[config.mk]
export PLATFORM = sky130hd
export DESIGN_NAME = murmur3_early_word_hash
export DESIGN_NICKNAME = d
export VERILOG_FILES = /design/src/mh3_pkg.sv /design/src/mh3_front.sv /design/src/mh3_queue.sv /design/src/mh3_back.sv /design/src/murmur3_early_word_hash.sv
export SDC_FILE = /design/constraint.sdc
export NUM_CORES = 2
export LEC_CHECK = 0
export CAP_MARGIN = 20
export CORE_AREA = 8 8 267 269
export CTS_BUF_LIST = sky130_fd_sc_hd__clkbuf_2
export CTS_CLUSTER_DIAMETER = 40
export CTS_CLUSTER_SIZE = 14
export DETAILED_ROUTE_END_ITERATION = 10
export DIE_AREA = 0 0 275 277
export DONT_BUFFER_PORTS = 1
export MAX_ROUTING_LAYER = met4
export PLACE_DENSITY_LB_ADDON = 0.15
export SETUP_SLACK_MARGIN = 0.2
export SLEW_MARGIN = 0
export SYNTH_ARGS = -nofsm -noshare
export SYNTH_HDL_FRONTEND = slang
export SYNTH_SLANG_ARGS = --single-unit
[constraint.sdc]
create_clock -name clk_i -period 21.4 [get_ports clk_i]
set_input_delay 5.35 -clock clk_i [delete_from_list [all_inputs] [get_ports clk_i]]
set_output_delay 5.35 -clock clk_i [all_outputs]
set_load 0.03 [all_outputs]
[src/mh3_pkg.sv]
// shared types and constants for the word-serial hash engine
package mh3_pkg;

  localparam int unsigned WordW = 32;
  localparam int unsigned CountW = 3;

  localparam logic [WordW-1:0] MixMul1 = 32'h0acf_fe3d;
  localparam logic [WordW-1:0] MixMul2 = 32'h0e4e_f5f3;
  localparam logic [WordW-1:0] FinMul = 32'ha729_a897;
  localparam int unsigned MixRot = 11;
  localparam int unsigned FinShift = 18;
  localparam logic [WordW-1:0] SeedReset = 32'd67295;

  localparam logic [CountW-1:0] CountFull = 3'd4;
  localparam logic [CountW-1:0] CountOne = 3'd1;
  localparam logic [CountW-1:0] CountTwo = 3'd2;
  localparam logic [CountW-1:0] CountThree = 3'd3;
  localparam logic [CountW-1:0] CountNone = 3'd0;

  localparam int unsigned QueueDepthDefault = 2;

  // classified request handed from front to back
  typedef struct packed {
    logic [WordW-1:0] data;       // key bytes, unused bytes cleared
    logic             fold;       // at least one byte present
    logic             full;       // four or more bytes: data replaces k
    logic             first;
    logic             last;
    logic [WordW-1:0] key_length;
  } item_t;

endpackage

[src/mh3_front.sv]
// front end: classifies an incoming request by byte count and masks unused bytes
module mh3_front (
  input  logic [mh3_pkg::WordW-1:0]  key_word_i,
  input  logic [mh3_pkg::CountW-1:0] byte_count_i,
  input  logic                       first_word_i,
  input  logic                       last_word_i,
  input  logic [mh3_pkg::WordW-1:0]  key_length_i,
  output mh3_pkg::item_t             item_o
);

  logic [mh3_pkg::WordW-1:0] data;
  logic                      full;
  logic                      fold;

  // byte mask; counts above four count as a full word
  always_comb begin
    full = 1'b0;
    fold = 1'b1;
    data = key_word_i;
    unique case (byte_count_i)
      mh3_pkg::CountNone: begin
        fold = 1'b0;
        data = '0;
      end
      mh3_pkg::CountOne: begin
        data = {24'h0, key_word_i[7:0]};
      end
      mh3_pkg::CountTwo: begin
        data = {16'h0, key_word_i[15:0]};
      end
      mh3_pkg::CountThree: begin
        data = {8'h0, key_word_i[23:0]};
      end
      default: begin
        full = 1'b1;
      end
    endcase
  end

  assign item_o.data       = data;
  assign item_o.fold       = fold;
  assign item_o.full       = full;
  assign item_o.first      = first_word_i;
  assign item_o.last       = last_word_i;
  assign item_o.key_length = key_length_i;

endmodule

[src/mh3_queue.sv]
// short request queue between front and back
module mh3_queue #(
  parameter int unsigned Depth = mh3_pkg::QueueDepthDefault
) (
  input  logic           clk_i,
  input  logic           rst_ni,
  input  logic           push_i,
  input  mh3_pkg::item_t push_item_i,
  output logic           full_o,
  input  logic           pop_i,
  output logic           valid_o,
  output mh3_pkg::item_t pop_item_o
);

  localparam int unsigned PtrW = (Depth > 1) ? $clog2(Depth) : 1;
  localparam int unsigned CntW = $clog2(Depth + 1);
  localparam logic [PtrW-1:0] PtrLast = PtrW'(Depth - 1);
  localparam logic [CntW-1:0] CntFull = CntW'(Depth);

  mh3_pkg::item_t  mem_q [Depth];
  logic [PtrW-1:0] wr_ptr_q, wr_ptr_d;
  logic [PtrW-1:0] rd_ptr_q, rd_ptr_d;
  logic [CntW-1:0] cnt_q, cnt_d;
  logic            do_push;
  logic            do_pop;

  assign full_o     = (cnt_q == CntFull);
  assign valid_o    = (cnt_q != '0);
  assign pop_item_o = mem_q[rd_ptr_q];
  assign do_push    = push_i && !full_o;
  assign do_pop     = pop_i && valid_o;

  // pointer and fill count update
  always_comb begin
    wr_ptr_d = wr_ptr_q;
    rd_ptr_d = rd_ptr_q;
    cnt_d    = cnt_q;
    if (do_push) begin
      wr_ptr_d = (wr_ptr_q == PtrLast) ? '0 : wr_ptr_q + 1'b1;
    end
    if (do_pop) begin
      rd_ptr_d = (rd_ptr_q == PtrLast) ? '0 : rd_ptr_q + 1'b1;
    end
    if (do_push && !do_pop) begin
      cnt_d = cnt_q + 1'b1;
    end else if (do_pop && !do_push) begin
      cnt_d = cnt_q - 1'b1;
    end
  end

  always_ff @(posedge clk_i or negedge rst_ni) begin
    if (!rst_ni) begin
      wr_ptr_q <= '0;
      rd_ptr_q <= '0;
      cnt_q    <= '0;
    end else begin
      wr_ptr_q <= wr_ptr_d;
      rd_ptr_q <= rd_ptr_d;
      cnt_q    <= cnt_d;
    end
  end

  // storage
  always_ff @(posedge clk_i) begin
    if (do_push) begin
      mem_q[wr_ptr_q] <= push_item_i;
    end
  end

endmodule

[src/mh3_back.sv]
// back end: mixing sequencer around one shared multiplier, plus output register
module mh3_back (
  input  logic                      clk_i,
  input  logic                      rst_ni,
  input  logic [mh3_pkg::WordW-1:0] seed_i,
  input  logic                      item_valid_i,
  input  mh3_pkg::item_t            item_i,
  output logic                      pop_o,
  output logic                      out_valid_o,
  input  logic                      out_ready_i,
  output logic [mh3_pkg::WordW-1:0] hash_value_o
);

  typedef enum logic [4:0] {
    StIdle = 5'b00001,
    StMul2 = 5'b00010,
    StFold = 5'b00100,
    StFin1 = 5'b01000,
    StFin2 = 5'b10000
  } state_e;

  state_e                    state_q, state_d;
  logic [mh3_pkg::WordW-1:0] h_q, h_d;
  logic [mh3_pkg::WordW-1:0] k_q, k_d;
  logic [mh3_pkg::WordW-1:0] p_q, p_d;
  logic                      last_q, last_d;
  logic                      out_valid_q, out_valid_d;
  logic [mh3_pkg::WordW-1:0] out_q, out_d;

  logic [mh3_pkg::WordW-1:0] h_base;
  logic [mh3_pkg::WordW-1:0] k_base;
  logic [mh3_pkg::WordW-1:0] k_in;
  logic [mh3_pkg::WordW-1:0] p_rot;
  logic [mh3_pkg::WordW-1:0] h_pre;
  logic [mh3_pkg::WordW-1:0] mul_a;
  logic [mh3_pkg::WordW-1:0] mul_b;
  logic [mh3_pkg::WordW-1:0] mul_p;
  logic                      out_free;

  // state at the start of an item
  assign h_base = item_i.first ? (item_i.key_length + seed_i) : h_q;
  assign k_base = item_i.first ? '0 : k_q;
  assign k_in   = item_i.full ? item_i.data : (k_base ^ item_i.data);

  assign p_rot = {p_q[mh3_pkg::WordW-1-mh3_pkg::MixRot:0],
                  p_q[mh3_pkg::WordW-1 -: mh3_pkg::MixRot]};
  assign h_pre = h_q ^ (h_q >> mh3_pkg::FinShift);

  assign out_free = !out_valid_q || out_ready_i;

  // shared multiplier operand select
  always_comb begin
    mul_a = k_in;
    mul_b = mh3_pkg::MixMul1;
    unique case (state_q)
      StMul2: begin
        mul_a = p_rot;
        mul_b = mh3_pkg::MixMul2;
      end
      StFin1: begin
        mul_a = h_pre;
        mul_b = mh3_pkg::FinMul;
      end
      default: begin
        mul_a = k_in;
        mul_b = mh3_pkg::MixMul1;
      end
    endcase
  end

  assign mul_p = mul_a * mul_b;

  // sequencer
  always_comb begin
    state_d     = state_q;
    h_d         = h_q;
    k_d         = k_q;
    p_d         = p_q;
    last_d      = last_q;
    out_valid_d = out_valid_q && !out_ready_i;
    out_d       = out_q;
    pop_o       = 1'b0;
    unique case (state_q)
      StIdle: begin
        if (item_valid_i) begin
          pop_o  = 1'b1;
          h_d    = h_base;
          k_d    = k_base;
          last_d = item_i.last;
          if (item_i.fold) begin
            p_d     = mul_p;
            state_d = StMul2;
          end else if (item_i.last) begin
            state_d = StFin1;
          end
        end
      end
      StMul2: begin
        p_d     = mul_p;
        state_d = StFold;
      end
      StFold: begin
        k_d     = p_q;
        h_d     = (h_q + {h_q[mh3_pkg::WordW-2:0], 1'b0}) ^ p_q;
        state_d = last_q ? StFin1 : StIdle;
      end
      StFin1: begin
        p_d     = mul_p;
        state_d = StFin2;
      end
      StFin2: begin
        if (out_free) begin
          out_valid_d = 1'b1;
          out_d       = p_q ^ (p_q >> mh3_pkg::FinShift);
          state_d     = StIdle;
        end
      end
      default: begin
        state_d = StIdle;
      end
    endcase
  end

  always_ff @(posedge clk_i or negedge rst_ni) begin
    if (!rst_ni) begin
      state_q     <= StIdle;
      h_q         <= '0;
      k_q         <= '0;
      out_valid_q <= 1'b0;
      last_q      <= 1'b0;
    end else begin
      state_q     <= state_d;
      h_q         <= h_d;
      k_q         <= k_d;
      out_valid_q <= out_valid_d;
      last_q      <= last_d;
    end
  end

  // datapath registers
  always_ff @(posedge clk_i) begin
    p_q   <= p_d;
    out_q <= out_d;
  end

  assign out_valid_o  = out_valid_q;
  assign hash_value_o = out_q;

endmodule

[src/murmur3_early_word_hash.sv]
// top level of the word-serial hash engine
// Hashes a key streamed as 32-bit little-endian words with the early 32-bit
// MurmurHash3 mix. A word with bytes passes the back-end steps load and first
// multiply, second multiply and fold, a word with no bytes is only loaded, and
// the item marked last adds the finalization steps multiply and shift-xor
// before its result lands in the output register; one multiplier is shared by
// the multiply steps. The front end classifies requests into a short queue, so
// input flows while the back end works or the result waits, until the queue is
// full. The seed register takes a write in any cycle and is used on first words.
module murmur3_early_word_hash #(
  parameter int unsigned QueueDepth = mh3_pkg::QueueDepthDefault
) (
  input  logic                       clk_i,
  input  logic                       rst_ni,
  input  logic                       in_valid_i,
  output logic                       in_ready_o,
  input  logic [mh3_pkg::WordW-1:0]  key_word_i,
  input  logic [mh3_pkg::CountW-1:0] byte_count_i,
  input  logic                       first_word_i,
  input  logic                       last_word_i,
  input  logic [mh3_pkg::WordW-1:0]  key_length_i,
  output logic                       out_valid_o,
  input  logic                       out_ready_i,
  output logic [mh3_pkg::WordW-1:0]  hash_value_o,
  input  logic                       cfg_valid_i,
  output logic                       cfg_ready_o,
  input  logic [mh3_pkg::WordW-1:0]  hash_seed_i
);

  logic [mh3_pkg::WordW-1:0] seed_q;
  mh3_pkg::item_t            front_item;
  mh3_pkg::item_t            back_item;
  logic                      q_full;
  logic                      q_valid;
  logic                      q_pop;

  // seed register
  assign cfg_ready_o = 1'b1;
  always_ff @(posedge clk_i or negedge rst_ni) begin
    if (!rst_ni) begin
      seed_q <= mh3_pkg::SeedReset;
    end else if (cfg_valid_i) begin
      seed_q <= hash_seed_i;
    end
  end

  mh3_front u_front (
    .key_word_i  (key_word_i),
    .byte_count_i(byte_count_i),
    .first_word_i(first_word_i),
    .last_word_i (last_word_i),
    .key_length_i(key_length_i),
    .item_o      (front_item)
  );

  assign in_ready_o = !q_full;

  mh3_queue #(
    .Depth(QueueDepth)
  ) u_queue (
    .clk_i      (clk_i),
    .rst_ni     (rst_ni),
    .push_i     (in_valid_i),
    .push_item_i(front_item),
    .full_o     (q_full),
    .pop_i      (q_pop),
    .valid_o    (q_valid),
    .pop_item_o (back_item)
  );

  mh3_back u_back (
    .clk_i       (clk_i),
    .rst_ni      (rst_ni),
    .seed_i      (seed_q),
    .item_valid_i(q_valid),
    .item_i      (back_item),
    .pop_o       (q_pop),
    .out_valid_o (out_valid_o),
    .out_ready_i (out_ready_i),
    .hash_value_o(hash_value_o)
  );

endmodule

* Word level (Yosys, flattened, before mapping) *
Memories as Yosys holds them, arrays and structs flattened.
Index checks and enable logic that the tools add are counted.

word-level totals
  register bits after elaboration = 171
  latch bits = 0
  RAM bits = 136
  bits in read-only memories = 0
  input port bits = 106
  output and inout port bits = 35
  word-level logic and storage cells = 92
  memories kept = 1

memory list
  memory         depth  bits a word  read ports  clocked after Yosys merged registers in  wr ports  line             RTL
  u_queue.mem_q  2      68           1           0                                        1         mh3_queue.sv:20  mh3_pkg::item_t mem_q [Depth];

cells by class
  add/subtract/negate cells = 6
  multipliers = 1
  div/mod/pow operators = 0
  magnitude comparators = 0
  eq/ne operators = 14
  shift operators = 0
  mux-type cells = 31
  bitwise logic cells = 4
  reductions and logical operators = 24

operators with widths
  cell                  count
  $pmux W32 S2          5
  $mux W32              7
  $pmux W32 S4          1
  $add A32 B32 Y32      2
  $xor A32 B14 Y32      2
  $xor A32 B32 Y32      2
  $mul A32 B32 Y32      1
  $pmux W5 S5           1
  $mux W5               4
  $mux W1               10
  $reduce_and A3 Y1     3
  $reduce_bool A2 Y1    4
  $eq A3 B2 Y1 const B  2
  $reduce_and A2 Y1     3
  $eq A5 B1 Y1 const B  1
  $eq A5 B2 Y1 const B  1
  $eq A5 B3 Y1 const B  1
  $eq A5 B4 Y1 const B  1
  $eq A5 B5 Y1 const B  1
  $logic_and A1 B1 Y1   5
  $logic_not A1 Y1      5
  $mux W2               2
  $mux W4               1
  $ne A2 B1 Y1 const B  2
  other kinds (11)      13

* Logic depth before layout (Yosys ltp) *
An unclocked memory read counts as a cell.

  word-level depth = 9
  mapped depth = 40
  mapped depth without buffers = 36

* Cells and area by module *
From an unflattened synthesis, not the netlist that was laid out.

second synthesis, totals
  cell total of the unflattened synthesis = 2771
  area, all modules = 29937.5 um^2

by module, submodules not included
  module                   instances  cells an instance  area an instance (um^2)  sequential area each (um^2)
  mh3_back                 1          2395               22864.4                  3699.8
  mh3_queue                1          231                5147.4                   4184.0
  murmur3_early_word_hash  1          71                 1372.6                   813.3
  mh3_front                1          74                 553.0                    0.0

* Least setup slack after synthesis *
Ideal clock, no wire load.

  path kind = in2reg
  start point = input port in_valid_i
  end point = memory u_queue.mem_q[0][0] in the netlist's numbering (enable)
  library setup time = 0.495 ns
  arrival = 8.293 ns
  data required time = 20.905 ns
  slack = 12.612 ns
  stages on the path = 2
  path buffers = 0
  path through = nand2_1 nor2_1

between the ends
  longest elaborated chain between the ends = 3

ends and longest elaborated chain
  element                        line                           RTL
  start: declaration             murmur3_early_word_hash.sv:15  input logic in_valid_i,
  $logic_and A1 B1 Y1            mh3_queue.sv:30                assign do_push = push_i && !full_o;
  $mux W1                        mh3_queue.sv:65                if (do_push) begin
  $mux W1 (implied by the code)  mh3_queue.sv:66                mem_q[wr_ptr_q] <= push_item_i;
  end: declaration               mh3_queue.sv:20

No other way between the ends.

* Worst setup path after layout *
  start point = register u_queue.rd_ptr_q
  end point = register u_back.p_q[28] in the netlist's numbering, data pin

between the ends
  longest elaborated chain between the ends = 9

ends and longest elaborated chain
  element                     line             RTL
  start: declaration          mh3_queue.sv:22  logic [PtrW-1:0] rd_ptr_q, rd_ptr_d;
  start signal: assignment    mh3_queue.sv:58  rd_ptr_q <= rd_ptr_d;
  $mem_v2 Z2 W68 *            -
  $mux W32                    mh3_back.sv:42   assign k_base = item_i.first ? '0 : k_q;
  $xor A32 B32 Y32            mh3_back.sv:43   assign k_in = item_i.full ? item_i.data : (k_base ^ item_i.data);
  $mux W32 *                  mh3_back.sv:43
  $pmux W32 S2 *              mh3_back.sv:55   unique case (state_q)
  $mul A32 B32 Y32 *          mh3_back.sv:71   assign mul_p = mul_a * mul_b;
  net u_back.mul_p (one bit)  mh3_back.sv:37   logic [mh3_pkg::WordW-1:0] mul_p;
  $mux W32                    mh3_back.sv:90   if (item_i.fold) begin
  $mux W32                    mh3_back.sv:85   if (item_valid_i) begin
  $pmux W32 S2 *              mh3_back.sv:83   unique case (state_q)
  end signal: assignment      mh3_back.sv:142  p_q <= p_d;
  end: declaration            mh3_back.sv:25   logic [mh3_pkg::WordW-1:0] p_q, p_d;

The timed path passes the listed nets; every way through them passes the cells marked *. The select of a mux whose other input is x is not followed.
A chain may end at the register's enable or synchronous reset.

==> impl_metrics.prom <==
# TYPE chip_impl_metric gauge
chip_impl_metric{name="synth-seq-cells",unit=""} 307
chip_impl_metric{name="global_route.overflow_total",unit=""} 0
chip_impl_metric{name="critical_path_required",unit="ns"} 22.25
chip_impl_info{name="layout_commonest_cell",value="sky130_fd_sc_hd__inv_1"} 1
chip_impl_metric{name="crit_path_max_fanout",unit=""} 32
chip_impl_metric{name="final-max-slew-violation-count",unit=""} 0
chip_impl_metric{name="cts.sinks",unit=""} 307
chip_impl_metric{name="period_needed",unit="ns"} 10.74
chip_impl_metric{name="clk_pin_slew_worst_paths",unit="ns"} 0.21
chip_impl_info{name="crit_slowest_cell",value="sky130_fd_sc_hd__or2_1"} 1
chip_impl_info{name="synth_ff_type",value="sky130_fd_sc_hd__edfxtp_1"} 1
chip_impl_metric{name="worst-slew-pin-transition",unit="ns"} 1.056
chip_impl_metric{name="grt_pass1_wl",unit="um"} 140300
chip_impl_metric{name="netlist_instances",unit=""} 2758
chip_impl_info{name="cp-end-kind",value="flop"} 1
chip_impl_metric{name="floorplan.initialDensity",unit="%"} 43.83
chip_impl_metric{name="detail_route.first_pass.iterations",unit=""} 8
chip_impl_metric{name="cts-root-to-sink-buffers",unit=""} 3
chip_impl_metric{name="design.core.area",unit="mm2"} 0.06680
chip_impl_metric{name="setup_viol_count_final",unit=""} 0
chip_impl_metric{name="flow.area_growth_from_synthesis",unit="%"} 6.679
chip_impl_metric{name="vias_per_cell",unit=""} 5.386
chip_impl_metric{name="cts_made_buffers",unit=""} 55
chip_impl_metric{name="worst_slew_margin_rel",unit="%"} 29.11
chip_impl_metric{name="ctsHoldBuffers",unit=""} 0
chip_impl_metric{name="syn_area",unit="mm2"} 0.02928
chip_impl_metric{name="grt_usage",unit="%"} 25.77
chip_impl_metric{name="groute.layer.met3.usage",unit="%"} 3.703
chip_impl_metric{name="layout_worst_path_cycle_share",unit="%"} 50.18
chip_impl_metric{name="grt_pass1_vias",unit=""} 21390
chip_impl_metric{name="gp_congestion",unit=""} 0.9961
chip_impl_metric{name="first_iter_violations",unit=""} 1473
chip_impl_metric{name="rows",unit=""} 95
chip_impl_metric{name="number_of_gates_resized_after_cts",unit=""} 0
chip_impl_info{name="outcome",value="finished, final reports clean"} 1
chip_impl_metric{name="synthesis.nets",unit=""} 3456
chip_impl_metric{name="drcViolationCount",unit=""} 0
chip_impl_metric{name="finalSetupTns",unit="ns"} 0
chip_impl_metric{name="hold_violations",unit=""} 0
chip_impl_info{name="crit_type",value="reg2reg"} 1
chip_impl_metric{name="dieArea",unit="mm2"} 0.07618
chip_impl_metric{name="htree_num_levels",unit=""} 2
chip_impl_info{name="cts_tree",value="yes"} 1
chip_impl_metric{name="pin_count",unit=""} 141
chip_impl_metric{name="layout_setup_ws",unit="ns"} 10.66
chip_impl_info{name="cts-root-buf",value="sky130_fd_sc_hd__clkbuf_2"} 1
chip_impl_metric{name="mean_post_synth_cell_area",unit="um2"} 10.62
chip_impl_metric{name="synthDistinctLibCells",unit=""} 74
chip_impl_metric{name="synth.yosys.seq_area_share",unit="%"} 29.70
chip_impl_info{name="most-common-layout-cells",value="597 x sky130_fd_sc_hd__inv_1, 396 x sky130_fd_sc_hd__fa_1, 218 x sky130_fd_sc_hd__nand2_1"} 1
chip_impl_metric{name="estimated_wirelength_of_the_detail_placed_design",unit="um"} 78200
chip_impl_info{name="critical_path.startpoint_type",value="flop"} 1
chip_impl_metric{name="fill_cells",unit=""} 6378
chip_impl_metric{name="worstPathBufferInverterCount",unit=""} 7
chip_impl_metric{name="hold_ws",unit="ns"} 0.5111
chip_impl_metric{name="antenna_found_initial",unit=""} 4
chip_impl_metric{name="synth-edff-count",unit=""} 200
chip_impl_metric{name="post_route_cells_drive_above_1_share",unit="%"} 8.304
chip_impl_metric{name="clock_skew",unit="ns"} 0.09807
chip_impl_info{name="gr_peak_layer",value="met2"} 1
chip_impl_metric{name="chipWidth",unit="um"} 275
chip_impl_metric{name="maximum_number_of_pins_on_one_net_before_global_route_repair",unit=""} 108
chip_impl_metric{name="timing.critical_path.slowest_cell_delay",unit="ns"} 0.84
chip_impl_metric{name="die_h",unit="um"} 277
chip_impl_metric{name="clock_insertion_delay_worst_skew",unit="ns"} 1.18
chip_impl_metric{name="antenna_violating_nets_post_route",unit=""} 0
chip_impl_metric{name="postCtsSetupRepairBufs",unit=""} 0
chip_impl_info{name="hp-class",value="reg2reg"} 1
chip_impl_metric{name="asyncSetResetFlopFracSynth",unit="%"} 34.85
chip_impl_metric{name="worst_path_arrival_time",unit="ns"} 11.58
chip_impl_metric{name="num_vias",unit=""} 19970
chip_impl_metric{name="port_buffer_count",unit=""} 0
chip_impl_info{name="timing.critical_path.mode_cell",value="sky130_fd_sc_hd__fa_1"} 1
chip_impl_metric{name="cap_viol_max_count",unit=""} 0
chip_impl_metric{name="design.final.nets",unit=""} 3482
chip_impl_metric{name="ys.warnings.count",unit=""} 0
chip_impl_metric{name="pre_cts_slack",unit="ns"} 10.85
chip_impl_metric{name="maxClockFrequency",unit="MHz"} 93.13
chip_impl_metric{name="gr-usage-met1",unit="%"} 33.66
chip_impl_info{name="grt_setup_unrepaired",value="no"} 1
chip_impl_metric{name="routedWlPerCell",unit="um"} 25.45
chip_impl_info{name="critical-path-top-delay-family",value="adder cells"} 1
chip_impl_metric{name="detail_route.wirelength",unit="um"} 94370
chip_impl_metric{name="use_met2",unit="%"} 40.81
[tightest hold or removal path, cell delays in order (launching register included)]
cell                      delay (ns)
sky130_fd_sc_hd__dfrtp_1        0.39
sky130_fd_sc_hd__nand2_1        0.04
sky130_fd_sc_hd__o21ai_0        0.06
[stage by stage]
stage               area [um2]  std cells  util, %
CTS                      31180       3700    46.68
floorplan                29280       2758        -
global route             31240       3708    46.76
finish                   31240       3708    46.76
detailed placement       30380       3597    45.48
global placement         30380       3597    45.48
[sequential cells by signal, summed over array words and instances, names as in the netlist]
| register | flops |
|---|---|
| u_back.h_q | 32 |
| u_queue.cnt_q | 2 |
| u_back.hash_value_o | 32 |
| u_back.out_valid_o | 1 |
| u_queue.wr_ptr_q | 1 |
| u_back.p_q | 32 |
| seed_q | 32 |
| u_back.state_q | 5 |
| u_queue.rd_ptr_q | 1 |
| u_back.k_q | 32 |
| u_queue.mem_q | 136 |
| u_back.last_q | 1 |
[path summary, 6_finish.rpt]
path	startpoint	endpoint	slack (ns)	cells after the start
min	u_back.last_q	u_back.last_q	0.51	2
max reg2reg	u_queue.rd_ptr_q	u_back.p_q[28]	10.66	32
max in group asynchronous	rst_ni	seed_q[4]	17.20	0
min reg2reg	u_back.last_q	u_back.last_q	0.51	2
max	u_queue.rd_ptr_q	u_back.p_q[28]	10.66	32
min in group asynchronous	rst_ni	u_back.k_q[31]	3.88	0
[final cells by class]
type                       count  area (um2)  share of cell area [%]
timing repair buffer          34       277.8                  0.8892
antenna                        5       12.51                 0.04005
clock buffer                  61       305.3                  0.9773
tap                          873        1092                   3.497
sequential                   307        8701                   27.85
inverter                     597        2241                   7.174
clock inverter                42       494.2                   1.582
multi-input combinational   1789       18110                   57.99
[logic make-up (layout without fill, tap and decap cells)]
logic type,after synthesis,in the layout,synth area share (%)
XOR/XNOR,216,216,6.508
buffers and inverters,662,734,8.542
AO/OA/AOI/OAI,353,353,7.879
other,1,6,0.01281
multiplexers,101,101,3.713
flip-flops,307,307,29.70
AND/OR/NAND/NOR,526,526,8.196
adder cells (fa/ha/maj),592,592,35.45
[synth_stat cells (11+ instances only)]
library cell	count	area share (%)
sky130_fd_sc_hd__a21o_1	46	1.2
sky130_fd_sc_hd__and2_1	21	0.45
sky130_fd_sc_hd__nand3_1	51	0.87
sky130_fd_sc_hd__buf_1	17	0.22
sky130_fd_sc_hd__a31oi_1	14	0.30
sky130_fd_sc_hd__nand2b_1	12	0.26
sky130_fd_sc_hd__mux2_2	61	2.3
sky130_fd_sc_hd__inv_1	597	7.7
sky130_fd_sc_hd__nor2b_1	33	0.71
sky130_fd_sc_hd__fa_1	396	27
sky130_fd_sc_hd__a21oi_1	84	1.4
sky130_fd_sc_hd__ha_1	196	8.4
sky130_fd_sc_hd__o21ai_0	76	1.3
sky130_fd_sc_hd__a22oi_1	15	0.38
sky130_fd_sc_hd__nand2_1	218	2.8
sky130_fd_sc_hd__xor2_1	55	1.6
sky130_fd_sc_hd__clkbuf_1	37	0.47
sky130_fd_sc_hd__nor3_1	22	0.38
sky130_fd_sc_hd__nor2_1	116	1.5
sky130_fd_sc_hd__dfrtp_1	96	8.2
sky130_fd_sc_hd__xnor2_1	160	4.8
sky130_fd_sc_hd__edfxtp_1	200	21
sky130_fd_sc_hd__dfstp_2	11	0.99
sky130_fd_sc_hd__o21a_1	14	0.36
sky130_fd_sc_hd__o21bai_1	16	0.41
sky130_fd_sc_hd__a211oi_1	22	0.56
sky130_fd_sc_hd__mux2i_1	40	1.4
[routing by layer]
layer  vias up  share of wire [%]
met5         -                  0
met4         0                4.3
met3       201                5.5
met2       607                 47
met1     10250                 43
li1       8912                  -
Power is left out: the tool's default activity adds up to more than one toggle a clock period on the data nets, which glitch-free logic cannot reach.
